`config.mk`:
```
export PLATFORM = sky130hd
export DESIGN_NAME = wav_pcm_stream_parser
export DESIGN_NICKNAME = d
export VERILOG_FILES = /design/src/sv/wavps_pkg.sv /design/src/sv/wavps_dpath.sv /design/src/sv/wavps_ctrl.sv /design/src/sv/wav_pcm_stream_parser.sv
export SDC_FILE = /design/constraint.sdc
export NUM_CORES = 2
export LEC_CHECK = 0
export BUFFER_PORTS_ARGS = -buffer_cell sky130_fd_sc_hd__buf_2
export CAP_MARGIN = 15
export CORE_AREA = 8 8 316 226
export DETAILED_ROUTE_END_ITERATION = 7
export DIE_AREA = 0 0 324 234
export PLACE_DENSITY = 0.74
export SYNTH_ARGS = -nofsm -noshare
export SYNTH_HDL_FRONTEND = slang
export SYNTH_SLANG_ARGS = --single-unit
```
`constraint.sdc`:
```
create_clock -name clock -period 8.3 [get_ports clock]
set_input_delay 1.66 -clock clock [delete_from_list [all_inputs] [get_ports clock]]
set_output_delay 1.66 -clock clock [all_outputs]
set_load 0.1 [all_outputs]
```
`src/sv/wavps_pkg.sv`:
```
// shared types, constants and tables of the wav pcm stream parser
package wavps_pkg;

   typedef struct packed {
      logic [7:0] in_byte;
      logic       restart;
   } req_type;

   typedef struct packed {
      logic [1:0]         kind;
      logic signed [15:0] sample;
      logic               last_sample;
      logic [15:0]        channel_count;
      logic [31:0]        sample_rate;
      logic [31:0]        sample_count;
      logic [2:0]         error_code;
   } rsp_type;

   localparam logic [1:0] KIND_SAMPLE = 2'd0;
   localparam logic [1:0] KIND_FORMAT = 2'd1;
   localparam logic [1:0] KIND_ERROR  = 2'd2;

   localparam logic [2:0] ERR_HEADER   = 3'd0;
   localparam logic [2:0] ERR_FMT_TAG  = 3'd1;
   localparam logic [2:0] ERR_DEPTH    = 3'd2;
   localparam logic [2:0] ERR_SUBFMT   = 3'd3;
   localparam logic [2:0] ERR_VALID    = 3'd4;
   localparam logic [2:0] ERR_ORDER    = 3'd5;

   localparam logic [15:0] TAG_PCM  = 16'h0001;
   localparam logic [15:0] TAG_EXT  = 16'hFFFE;
   localparam logic [31:0] TAG_FMT  = 32'h20746D66;
   localparam logic [31:0] TAG_DATA = 32'h61746164;
   localparam logic [3:0]  HDR_LAST = 4'd11;
   localparam logic [31:0] RECIP3   = 32'hAAAAAAAB;

   typedef enum logic [17:0] {
      PH_HDR    = 18'h00001,
      PH_ID     = 18'h00002,
      PH_SIZE   = 18'h00004,
      PH_TAG    = 18'h00008,
      PH_CHAN   = 18'h00010,
      PH_RATE   = 18'h00020,
      PH_BRATE  = 18'h00040,
      PH_ALIGN  = 18'h00080,
      PH_BITS   = 18'h00100,
      PH_EXTSZ  = 18'h00200,
      PH_VALID  = 18'h00400,
      PH_MASK   = 18'h00800,
      PH_GUID   = 18'h01000,
      PH_SKIP   = 18'h02000,
      PH_DATA   = 18'h04000,
      PH_DONE   = 18'h08000,
      PH_DIVMUL = 18'h10000,
      PH_DIVOUT = 18'h20000
   } phase_type;

   typedef struct packed {
      phase_type  phase;
      logic       work;
      logic       restart;
      logic       emit;
      logic [1:0] kind;
      logic [2:0] err_code;
   } cmd_type;

   typedef struct packed {
      logic hdr_bad;
      logic hdr_end;
      logic fld_end;
      logic size_zero;
      logic tag_fmt;
      logic tag_data;
      logic bps_zero;
      logic skip_end;
      logic data_emit;
      logic data_last;
      logic guid_bad;
      logic tag_bad;
      logic bits_bad;
      logic valid_bad;
      logic ext;
      logic left_one;
      logic cnt_zero;
      logic out_busy;
   } status_type;

   function automatic logic [7:0] hdr_byte(input logic [3:0] i);
      logic [7:0] r;
      unique case (i)
         4'd0:    r = 8'h52;
         4'd1:    r = 8'h49;
         4'd2:    r = 8'h46;
         4'd3:    r = 8'h46;
         4'd8:    r = 8'h57;
         4'd9:    r = 8'h41;
         4'd10:   r = 8'h56;
         4'd11:   r = 8'h45;
         default: r = 8'h00;
      endcase
      return r;
   endfunction

   function automatic logic [7:0] guid_byte(input logic [3:0] i);
      logic [7:0] r;
      unique case (i)
         4'd0:    r = 8'h01;
         4'd6:    r = 8'h10;
         4'd8:    r = 8'h80;
         4'd11:   r = 8'hAA;
         4'd13:   r = 8'h38;
         4'd14:   r = 8'h9B;
         4'd15:   r = 8'h71;
         default: r = 8'h00;
      endcase
      return r;
   endfunction

   function automatic logic [4:0] fld_width(input phase_type p);
      logic [4:0] r;
      unique case (p)
         PH_ID, PH_SIZE, PH_RATE, PH_BRATE, PH_MASK: r = 5'd4;
         PH_GUID:                                    r = 5'd16;
         default:                                    r = 5'd2;
      endcase
      return r;
   endfunction

endpackage

```
`src/sv/wavps_dpath.sv`:
```
// datapath of the wav parser: field assembly, counters, division, output register
module wavps_dpath (
   input  logic                 clock,
   input  logic                 reset,
   input  logic [7:0]           in_byte,
   input  wavps_pkg::cmd_type   cmd,
   output wavps_pkg::status_type st,
   output logic                 rsp_valid,
   input  logic                 rsp_stall,
   output wavps_pkg::rsp_type   rsp_data
);

   logic [4:0]  fbi_ff, fbi_in;
   logic [31:0] acc_ff, acc_in;
   logic [31:0] tag_ff, tag_in;
   logic [31:0] left_ff, left_in;
   logic [15:0] fmt_tag_ff, fmt_tag_in;
   logic [15:0] chan_ff, chan_in;
   logic [31:0] rate_ff, rate_in;
   logic [5:0]  bits_ff, bits_in;
   logic [2:0]  bps_ff, bps_in;
   logic [31:0] samp_left_ff, samp_left_in;
   logic [31:0] sbytes_ff, sbytes_in;
   logic [1:0]  sidx_ff, sidx_in;
   logic [63:0] prod_ff;
   logic        rsp_valid_ff, rsp_valid_in;
   wavps_pkg::rsp_type rsp_ff, rsp_in;

   logic [4:0]  f;
   logic [4:0]  f_inc;
   logic [3:0]  hi;
   logic [31:0] shifted;
   logic [31:0] new_acc;
   logic [31:0] new_tag;
   logic [31:0] fv;
   logic [31:0] sb;
   logic [31:0] samp_dec;
   logic [31:0] cnt;
   logic [15:0] smp;
   logic        is_guid_mask;

   always_comb begin
      f        = cmd.restart ? 5'd0 : fbi_ff;
      f_inc    = f + 5'd1;
      hi       = (f >= 5'd12) ? wavps_pkg::HDR_LAST : f[3:0];
      shifted  = {24'd0, in_byte} << {f[1:0], 3'b000};
      new_acc  = acc_ff | shifted;
      new_tag  = ((f == 5'd0) ? 32'd0 : tag_ff) | shifted;
      is_guid_mask = (cmd.phase == wavps_pkg::PH_GUID) || (cmd.phase == wavps_pkg::PH_MASK);
      fv       = is_guid_mask ? acc_ff : new_acc;
      sb       = ((sidx_ff == 2'd0) ? 32'd0 : sbytes_ff) |
                 ({24'd0, in_byte} << {sidx_ff, 3'b000});
      samp_dec = (samp_left_ff == 32'd0) ? 32'd0 : samp_left_ff - 32'd1;
      unique case (bps_ff)
         3'd1:    smp = {~sb[7], sb[6:0], 8'd0};
         3'd2:    smp = sb[15:0];
         3'd3:    smp = sb[23:8];
         default: smp = sb[31:16];
      endcase
      unique case (bps_ff)
         3'd2:    cnt = left_ff >> 1;
         3'd3:    cnt = {1'b0, prod_ff[63:33]};
         3'd4:    cnt = left_ff >> 2;
         default: cnt = left_ff;
      endcase

      st.hdr_bad   = ((hi < 4'd4) || (hi >= 4'd8)) && (in_byte != wavps_pkg::hdr_byte(hi));
      st.hdr_end   = (hi == wavps_pkg::HDR_LAST);
      st.fld_end   = (f_inc >= wavps_pkg::fld_width(cmd.phase));
      st.size_zero = (new_acc == 32'd0);
      st.tag_fmt   = (tag_ff == wavps_pkg::TAG_FMT);
      st.tag_data  = (tag_ff == wavps_pkg::TAG_DATA);
      st.bps_zero  = (bps_ff == 3'd0);
      st.skip_end  = (left_ff <= 32'd1);
      st.data_emit = (({1'b0, sidx_ff} + 3'd1) >= bps_ff);
      st.data_last = (samp_dec == 32'd0);
      st.guid_bad  = (in_byte != wavps_pkg::guid_byte(f[3:0]));
      st.tag_bad   = (fv[15:0] != wavps_pkg::TAG_PCM) && (fv[15:0] != wavps_pkg::TAG_EXT);
      st.bits_bad  = (fv[15:0] != 16'd8) && (fv[15:0] != 16'd16) &&
                     (fv[15:0] != 16'd24) && (fv[15:0] != 16'd32);
      st.valid_bad = (acc_ff[15:0] != {10'd0, bits_ff});
      st.ext       = (fmt_tag_ff == wavps_pkg::TAG_EXT);
      st.left_one  = (left_ff == 32'd1);
      st.cnt_zero  = (cnt == 32'd0);
      st.out_busy  = rsp_valid_ff && rsp_stall;
   end

   always_comb begin
      fbi_in       = fbi_ff;
      acc_in       = acc_ff;
      tag_in       = tag_ff;
      left_in      = left_ff;
      fmt_tag_in   = fmt_tag_ff;
      chan_in      = chan_ff;
      rate_in      = rate_ff;
      bits_in      = bits_ff;
      bps_in       = cmd.restart ? 3'd0 : bps_ff;
      samp_left_in = samp_left_ff;
      sbytes_in    = sbytes_ff;
      sidx_in      = sidx_ff;
      if (cmd.restart) begin
         fbi_in = 5'd0;
      end
      if (cmd.work) begin
         unique case (cmd.phase)
            wavps_pkg::PH_HDR: begin
               fbi_in = st.hdr_end ? 5'd0 : {1'b0, hi + 4'd1};
               if (st.hdr_end) begin
                  tag_in = 32'd0;
               end
            end
            wavps_pkg::PH_ID: begin
               tag_in = new_tag;
               fbi_in = st.fld_end ? 5'd0 : f_inc;
               if (st.fld_end) begin
                  acc_in = 32'd0;
               end
            end
            wavps_pkg::PH_SIZE: begin
               acc_in = new_acc;
               fbi_in = f_inc;
               if (st.fld_end) begin
                  fbi_in  = 5'd0;
                  left_in = new_acc;
                  acc_in  = 32'd0;
               end
            end
            wavps_pkg::PH_SKIP: begin
               if (left_ff != 32'd0) begin
                  left_in = left_ff - 32'd1;
               end
               if (st.skip_end) begin
                  fbi_in = 5'd0;
               end
            end
            wavps_pkg::PH_DATA: begin
               sbytes_in = st.data_emit ? 32'd0 : sb;
               sidx_in   = st.data_emit ? 2'd0 : sidx_ff + 2'd1;
               if (st.data_emit) begin
                  samp_left_in = samp_dec;
               end
            end
            wavps_pkg::PH_TAG, wavps_pkg::PH_CHAN, wavps_pkg::PH_RATE,
            wavps_pkg::PH_BRATE, wavps_pkg::PH_ALIGN, wavps_pkg::PH_BITS,
            wavps_pkg::PH_EXTSZ, wavps_pkg::PH_VALID, wavps_pkg::PH_MASK,
            wavps_pkg::PH_GUID: begin
               if (!is_guid_mask) begin
                  acc_in = new_acc;
               end
               left_in = left_ff - 32'd1;
               fbi_in  = f_inc;
               if (st.fld_end) begin
                  fbi_in = 5'd0;
                  if ((cmd.phase != wavps_pkg::PH_VALID) &&
                      (cmd.phase != wavps_pkg::PH_MASK)) begin
                     acc_in = 32'd0;
                  end
                  if (cmd.phase == wavps_pkg::PH_TAG) begin
                     fmt_tag_in = fv[15:0];
                  end
                  if (cmd.phase == wavps_pkg::PH_CHAN) begin
                     chan_in = fv[15:0];
                  end
                  if (cmd.phase == wavps_pkg::PH_RATE) begin
                     rate_in = fv;
                  end
                  if ((cmd.phase == wavps_pkg::PH_BITS) && !st.bits_bad) begin
                     bits_in = fv[5:0];
                     bps_in  = fv[5:3];
                  end
               end
            end
            default: begin
            end
         endcase
      end
      if ((cmd.phase == wavps_pkg::PH_DIVOUT) && cmd.emit) begin
         samp_left_in = cnt;
         sidx_in      = 2'd0;
         sbytes_in    = 32'd0;
      end
   end

   // result word, unused fields zero
   always_comb begin
      rsp_in = '0;
      rsp_in.kind = cmd.kind;
      unique case (cmd.kind)
         wavps_pkg::KIND_SAMPLE: begin
            rsp_in.sample      = smp;
            rsp_in.last_sample = st.data_last;
         end
         wavps_pkg::KIND_FORMAT: begin
            rsp_in.channel_count = chan_ff;
            rsp_in.sample_rate   = rate_ff;
            rsp_in.sample_count  = cnt;
         end
         default: begin
            rsp_in.error_code = cmd.err_code;
         end
      endcase
      rsp_valid_in = cmd.emit ? 1'b1 : (rsp_valid_ff && rsp_stall);
   end

   always_ff @(posedge clock) begin
      if (reset) begin
         fbi_ff       <= 5'd0;
         bps_ff       <= 3'd0;
         rsp_valid_ff <= 1'b0;
      end else begin
         fbi_ff       <= fbi_in;
         bps_ff       <= bps_in;
         rsp_valid_ff <= rsp_valid_in;
      end
   end

   always_ff @(posedge clock) begin
      acc_ff       <= acc_in;
      tag_ff       <= tag_in;
      left_ff      <= left_in;
      fmt_tag_ff   <= fmt_tag_in;
      chan_ff      <= chan_in;
      rate_ff      <= rate_in;
      bits_ff      <= bits_in;
      samp_left_ff <= samp_left_in;
      sbytes_ff    <= sbytes_in;
      sidx_ff      <= sidx_in;
      prod_ff      <= left_ff * wavps_pkg::RECIP3;
      if (cmd.emit) begin
         rsp_ff <= rsp_in;
      end
   end

   assign rsp_valid = rsp_valid_ff;
   assign rsp_data  = rsp_ff;

`ifndef ASSERT_OFF
   a_emit_free: assert property (@(posedge clock) disable iff (reset)
      cmd.emit |-> !(rsp_valid_ff && rsp_stall))
      else $error("result loaded over a waiting word");
   a_bps_range: assert property (@(posedge clock) disable iff (reset)
      bps_ff <= 3'd4)
      else $error("bytes per sample out of range");
   a_sidx_range: assert property (@(posedge clock) disable iff (reset)
      (cmd.phase == wavps_pkg::PH_DATA && bps_ff != 3'd0) |-> ({1'b0, sidx_ff} < bps_ff))
      else $error("sample byte index past sample width");
`endif

endmodule

```
`src/sv/wavps_ctrl.sv`:
```
// controller of the wav parser: parse phase sequencer and error hold
module wavps_ctrl (
   input  logic                   clock,
   input  logic                   reset,
   input  logic                   req_valid,
   input  logic                   req_restart,
   input  wavps_pkg::status_type  st,
   output wavps_pkg::cmd_type     cmd,
   output logic                   req_stall
);

   wavps_pkg::phase_type phase_ff, phase_in, eff_phase, fmt_next;
   logic hold_ff, hold_in;
   logic step, fresh, work, fail, fin;
   logic [2:0] err;

   always_comb begin
      unique case (eff_phase)
         wavps_pkg::PH_TAG:   fmt_next = wavps_pkg::PH_CHAN;
         wavps_pkg::PH_CHAN:  fmt_next = wavps_pkg::PH_RATE;
         wavps_pkg::PH_RATE:  fmt_next = wavps_pkg::PH_BRATE;
         wavps_pkg::PH_BRATE: fmt_next = wavps_pkg::PH_ALIGN;
         wavps_pkg::PH_ALIGN: fmt_next = wavps_pkg::PH_BITS;
         wavps_pkg::PH_BITS:  fmt_next = wavps_pkg::PH_EXTSZ;
         wavps_pkg::PH_EXTSZ: fmt_next = wavps_pkg::PH_VALID;
         wavps_pkg::PH_VALID: fmt_next = wavps_pkg::PH_MASK;
         default:             fmt_next = wavps_pkg::PH_GUID;
      endcase
   end

   always_comb begin
      req_stall = (phase_ff == wavps_pkg::PH_DIVMUL) ||
                  (phase_ff == wavps_pkg::PH_DIVOUT) || st.out_busy;
      step      = req_valid && !req_stall;
      fresh     = step && req_restart;
      eff_phase = fresh ? wavps_pkg::PH_HDR : phase_ff;
      hold_in   = fresh ? 1'b0 : hold_ff;
      work      = step && !hold_in;
      phase_in  = eff_phase;
      fail      = 1'b0;
      fin       = 1'b0;
      err       = wavps_pkg::ERR_HEADER;
      cmd.emit  = 1'b0;
      cmd.kind  = wavps_pkg::KIND_SAMPLE;

      unique case (eff_phase)
         wavps_pkg::PH_HDR: begin
            if (work) begin
               if (st.hdr_bad) begin
                  fail = 1'b1;
               end else if (st.hdr_end) begin
                  phase_in = wavps_pkg::PH_ID;
               end
            end
         end
         wavps_pkg::PH_ID: begin
            if (work && st.fld_end) begin
               phase_in = wavps_pkg::PH_SIZE;
            end
         end
         wavps_pkg::PH_SIZE: begin
            if (work && st.fld_end) begin
               if (st.tag_fmt) begin
                  fail     = st.size_zero;
                  err      = wavps_pkg::ERR_ORDER;
                  phase_in = wavps_pkg::PH_TAG;
               end else if (st.tag_data) begin
                  fail     = st.bps_zero;
                  err      = wavps_pkg::ERR_ORDER;
                  phase_in = wavps_pkg::PH_DIVMUL;
               end else begin
                  phase_in = st.size_zero ? wavps_pkg::PH_ID : wavps_pkg::PH_SKIP;
               end
            end
         end
         wavps_pkg::PH_SKIP: begin
            if (work && st.skip_end) begin
               phase_in = wavps_pkg::PH_ID;
            end
         end
         wavps_pkg::PH_DATA: begin
            if (work && st.data_emit) begin
               cmd.emit = 1'b1;
               if (st.data_last) begin
                  phase_in = wavps_pkg::PH_DONE;
               end
            end
         end
         wavps_pkg::PH_DONE: begin
         end
         wavps_pkg::PH_DIVMUL: begin
            phase_in = wavps_pkg::PH_DIVOUT;
         end
         wavps_pkg::PH_DIVOUT: begin
            if (!st.out_busy) begin
               cmd.emit = 1'b1;
               cmd.kind = wavps_pkg::KIND_FORMAT;
               phase_in = st.cnt_zero ? wavps_pkg::PH_DONE : wavps_pkg::PH_DATA;
            end
         end
         default: begin
            // fmt chunk fields
            if (work) begin
               if ((eff_phase == wavps_pkg::PH_GUID) && st.guid_bad) begin
                  fail = 1'b1;
                  err  = wavps_pkg::ERR_SUBFMT;
               end else if (st.fld_end) begin
                  if ((eff_phase == wavps_pkg::PH_TAG) && st.tag_bad) begin
                     fail = 1'b1;
                     err  = wavps_pkg::ERR_FMT_TAG;
                  end else if ((eff_phase == wavps_pkg::PH_BITS) && st.bits_bad) begin
                     fail = 1'b1;
                     err  = wavps_pkg::ERR_DEPTH;
                  end else if ((eff_phase == wavps_pkg::PH_GUID) && st.valid_bad) begin
                     fail = 1'b1;
                     err  = wavps_pkg::ERR_VALID;
                  end else begin
                     fin = ((eff_phase == wavps_pkg::PH_BITS) && !st.ext) ||
                           (eff_phase == wavps_pkg::PH_GUID);
                     if (fin) begin
                        phase_in = st.left_one ? wavps_pkg::PH_ID : wavps_pkg::PH_SKIP;
                     end else begin
                        phase_in = fmt_next;
                        fail     = st.left_one;
                        err      = wavps_pkg::ERR_ORDER;
                     end
                  end
               end else begin
                  fail = st.left_one;
                  err  = wavps_pkg::ERR_ORDER;
               end
            end
         end
      endcase

      if (fail) begin
         hold_in  = 1'b1;
         phase_in = eff_phase;
         cmd.emit = 1'b1;
         cmd.kind = wavps_pkg::KIND_ERROR;
      end
      cmd.phase    = eff_phase;
      cmd.work     = work;
      cmd.restart  = fresh;
      cmd.err_code = err;
   end

   always_ff @(posedge clock) begin
      if (reset) begin
         phase_ff <= wavps_pkg::PH_HDR;
         hold_ff  <= 1'b0;
      end else begin
         phase_ff <= phase_in;
         hold_ff  <= hold_in;
      end
   end

`ifndef ASSERT_OFF
   a_div_seq: assert property (@(posedge clock) disable iff (reset)
      (phase_ff == wavps_pkg::PH_DIVMUL) |=> (phase_ff == wavps_pkg::PH_DIVOUT))
      else $error("division step skipped");
   a_hold_quiet: assert property (@(posedge clock) disable iff (reset)
      (hold_ff && !fresh) |-> !cmd.emit)
      else $error("result given while error held");
   a_err_holds: assert property (@(posedge clock) disable iff (reset)
      (cmd.emit && cmd.kind == wavps_pkg::KIND_ERROR) |=> hold_ff)
      else $error("error not held");
`endif

endmodule

```
`src/sv/wav_pcm_stream_parser.sv`:
```
// wav pcm stream parser top level: controller plus datapath
// one input byte is taken per cycle while req_stall is low; a byte gives its result word (if any) in the next cycle
// the data chunk header adds a 32x32 reciprocal multiply (PH_DIVMUL), then the count word (PH_DIVOUT)
// throughput is one byte per cycle, held back in PH_DIVMUL and PH_DIVOUT at the data chunk header
// and by rsp_stall on a waiting word
// reset (synchronous, active high) returns to the riff header; req restart does the same per file
module wav_pcm_stream_parser (
   input  logic                clock,
   input  logic                reset,
   input  logic                req_valid,
   output logic                req_stall,
   input  wavps_pkg::req_type  req_data,
   output logic                rsp_valid,
   input  logic                rsp_stall,
   output wavps_pkg::rsp_type  rsp_data
);

   // command and status between sequencer and datapath
   wavps_pkg::cmd_type    cmd;
   wavps_pkg::status_type st;

   // phase sequencer, error hold and input flow control
   wavps_ctrl u_ctrl (
      .clock       (clock),
      .reset       (reset),
      .req_valid   (req_valid),
      .req_restart (req_data.restart),
      .st          (st),
      .cmd         (cmd),
      .req_stall   (req_stall)
   );

   // field assembly, chunk and sample counters, sample conversion, output word register
   wavps_dpath u_dpath (
      .clock     (clock),
      .reset     (reset),
      .in_byte   (req_data.in_byte),
      .cmd       (cmd),
      .st        (st),
      .rsp_valid (rsp_valid),
      .rsp_stall (rsp_stall),
      .rsp_data  (rsp_data)
   );

endmodule
```
==> metrics.md <==
| Metric | Value |
|---|---|
| Status | `complete, no violations` |
| Switching power | `1.949 mW` |
| Routability congestion estimate | `1.110` |
| Int Pwr | `3.771 mW` |
| Yosys warns | `0` |
| WL/cell | `25.62 um` |
| Via count | `28734` |
| Final setup violation count | `0` |
| Synth top area cells | `edfxtp_1, fa_1, ha_1` |
| Non-filler cells, final | `4602` |
| Sequential share of power | `40.2%` |
| Most frequent cells in the layout | `inv_1, fa_1, ha_1, edfxtp_1, nor2_1` |
| EDFF count, synth | `300` |
| Area grow syn2layout | `9.620%` |
| # rows | `80` |
| Die area | `0.07582 mm2` |
| DRC viols | `0` |
| Total negative setup slack | `0 ns` |
| Final net count | `4426` |
| Hold Crit Class | `reg2reg` |
| Count of final hold-check violations | `0` |
| Clock sink total | `393` |
| Total GRT Usage | `30.77%` |
| Clock root buffer | `clkbuf_16` |
| # port buffers | `116` |
| FF+latch count, synth | `393` |
| Pin count of the biggest net entering global routing | `69` |
| Remaining global-route overflow | `0` |
| Pwr per Cell Area | `143.8 mW/mm2` |
| Top cell type's share of synthesized area | `24.83%` |
| Crit. End Element | `flop` |
| Worst slew pin tran | `1.217 ns` |
| Clock transition at path regs | `0.06 ns` |
| Sw frac | `34.07%` |
| First-pass GRT wire length | `174700 um` |
| Clk_lat worst skew | `0.59 ns` |
| Fmax achieved | `126.1 MHz` |
| Syn_nets | `4315` |
| Worst Path Buf+Inv | `5` |
| Vias in the first global route | `27261` |
| Yosys top cell by area | `edfxtp_1` |
| Mapped Cells | `3553` |
| Critical Path AT | `8.40 ns` |
| # resized after CTS | `0` |
| Final slew viol count | `0` |
| # Post-CTS Setup Buffers | `0` |
| Max stage delay cell, worst path | `fa_1` |
| Cell area after synthesis | `0.03627 mm2` |
| Iteration-0 DRC Markers | `4252` |
| Max_cap viols | `0` |
| Die height | `234 um` |
| Worst Skew | `0.02651 ns` |
| HPWL after DPL | `95500 um` |
| Drt total wl | `117900 um` |
| WHS | `0.4785 ns` |
| Most common cell after layout, fill and taps aside | `inv_1` |
| R2R Setup Slk | `0.37 ns` |
| Filler Cells Inserted | `5652` |
| Crit-path max FO | `8` |
| FFs w/ async S/R, synth | `0%` |
| Sequential area share after synthesis | `29.97%` |
| Slew headroom | `18.35%` |
| Leakage | `17.94 nW` |
| DP Cell Count | `4518` |
| Antenna-violating nets left | `0` |
| Share of cells above drive strength 1 | `9.976%` |
| Number of H-tree levels | `2` |
| First-pass DRT Iterations | `6` |
| Worst VDD drop | `0.0001714 V` |
| Ports | `117` |
| Num CTS Buffers | `43` |
| Slowest stage delay, CP | `0.54 ns` |
| Core region area | `0.06686 mm2` |
| RSZ-0062 raised after global routing | `false` |
| Ys flop type | `edfxtp_1` |
| Die Width | `324 um` |
| Most used cell, CP | `fa_1` |
| Initial antenna violation count | `3` |
| WS Path Type | `reg2reg` |
| Distinct cells, synth | `100` |
| CP Launch Type | `flop` |
| Required @ worst endpoint | `8.77 ns` |
| Top Family by Delay on Critical Path | `adder cells` |
| Vias per std cell | `6.244` |
| Clock network fraction of total power | `36.3%` |
| Crit share post-route | `95.55%` |
| Comb power frac | `23.6%` |
| Initial Utilization | `54.25%` |
| Min cycle time layout | `7.931 ns` |
| Mapped Avg Cell Area | `10.21 um2` |
| Max clock buf depth | `3` |
| CTS tree | `done` |
| Post-CTS Hold Fix Bufs | `0` |
-- worst paths after layout --
kind                                                           to                              start  depth (start not counted)
worst max-delay path                  u_dpath.prod_ff[63]$_DFF_P_      u_dpath.left_ff[21]$_DFFE_PP_                         25
worst min-delay path            u_dpath.sbytes_ff[1]$_SDFFE_PP0P_  u_dpath.sbytes_ff[1]$_SDFFE_PP0P_                          2
worst max register to register        u_dpath.prod_ff[63]$_DFF_P_      u_dpath.left_ff[21]$_DFFE_PP_                         25
worst min register to register  u_dpath.sbytes_ff[1]$_SDFFE_PP0P_  u_dpath.sbytes_ff[1]$_SDFFE_PP0P_                          2
-- power by group through the flow --
| stage | Sequential, mW | Clock [mW] | Combinational [mW] |
|---|---|---|---|
| 2_1_floorplan | 2.75 | 0 | 0.561 |
| 3_3_place_gp | 2.33 | 0 | 1.31 |
| 3_5_place_dp | 2.33 | 0 | 1.32 |
| 4_1_cts | 2.29 | 2.09 | 1.33 |
| 5_1_grt | 2.30 | 2.16 | 1.42 |
| 6_report | 2.30 | 2.08 | 1.35 |
-- flip-flops by register name, indices dropped and copies added (netlist names) --
signal / count
u_dpath.rsp_data: 102
u_dpath.acc_ff: 32
u_dpath.left_ff: 32
u_dpath.rate_ff: 32
u_dpath.samp_left_ff: 32
u_dpath.sbytes_ff: 32
u_dpath.tag_ff: 32
u_dpath.prod_ff: 31
u_ctrl.phase_ff: 18
u_dpath.chan_ff: 16
u_dpath.fmt_tag_ff: 16
u_dpath.bits_ff: 6
u_dpath.fbi_ff: 5
u_dpath.bps_ff: 3
u_dpath.sidx_ff: 2
u_ctrl.hold_ff: 1
u_dpath.rsp_valid: 1
-- cell usage after synthesis (41+ instances only) --
cell,count
dfxtp_1,93
nor2_1,243
xnor2_1,71
nor3_1,90
nor2b_1,73
nand4_1,41
edfxtp_1,300
inv_1,620
o21ai_0,67
and3_1,74
nand2_1,127
clkbuf_1,121
nand3_1,44
fa_1,389
a21oi_1,187
ha_1,360
a211oi_1,52
-- through the flow --
stage                     utilization (%)  setup WS, ns  power, mW  area (um2)
final                               59.47        0.3693      5.720       39760
after global routing                59.47       0.04309      5.886       39760
after CTS                           59.44        0.3476      5.707       39740
after detailed placement            57.15        0.4015      3.650       38210
after global placement              57.15        0.5413      3.642       38210
after floorplan                         -        0.7837      3.311       36280
-- layer usage --
layer | wire (um) | track usage, %
met5 | 41 | 0
met4 | 3176 | 7.465
met3 | 20820 | 14.65
met2 | 44160 | 39.43
met1 | 49700 | 45.93
-- kinds of logic after synthesis --
kind of cell	after synthesis	synth area share, %
multiplexers	38	1.055
AND/OR/NAND/NOR	867	12.60
adder cells (fa/ha/maj)	749	33.89
buffers and inverters	773	8.061
XOR/XNOR	98	2.366
flip-flops	393	29.97
AO/OA/AOI/OAI	635	12.07
-- worst register-to-register path, delay by kind of cell (launching register included) --
kind            cells  cell delay [ns]
flops               1             0.48
simple gates        3             0.57
compound gates      7             1.65
xor+xnor            1             0.13
fa+ha+maj           9             4.47
buf+inv             5             0.51
-- layout make-up --
| type | count | area [um2] | area share (%) |
|---|---|---|---|
| Inverter | 622 | 2335 | 5.871 |
| Timing Repair Buffer | 217 | 1349 | 3.392 |
| Clock inverter | 24 | 325.3 | 0.8181 |
| Multi-Input combinational cell | 2387 | 22550 | 56.70 |
| Sequential cell | 393 | 10870 | 27.35 |
| Antenna cell | 1 | 2.502 | 0.006293 |
| Tap cell | 902 | 1129 | 2.838 |
| Clock buffer | 56 | 1205 | 3.030 |
Note: power is estimated with default switching activity, not from simulation.
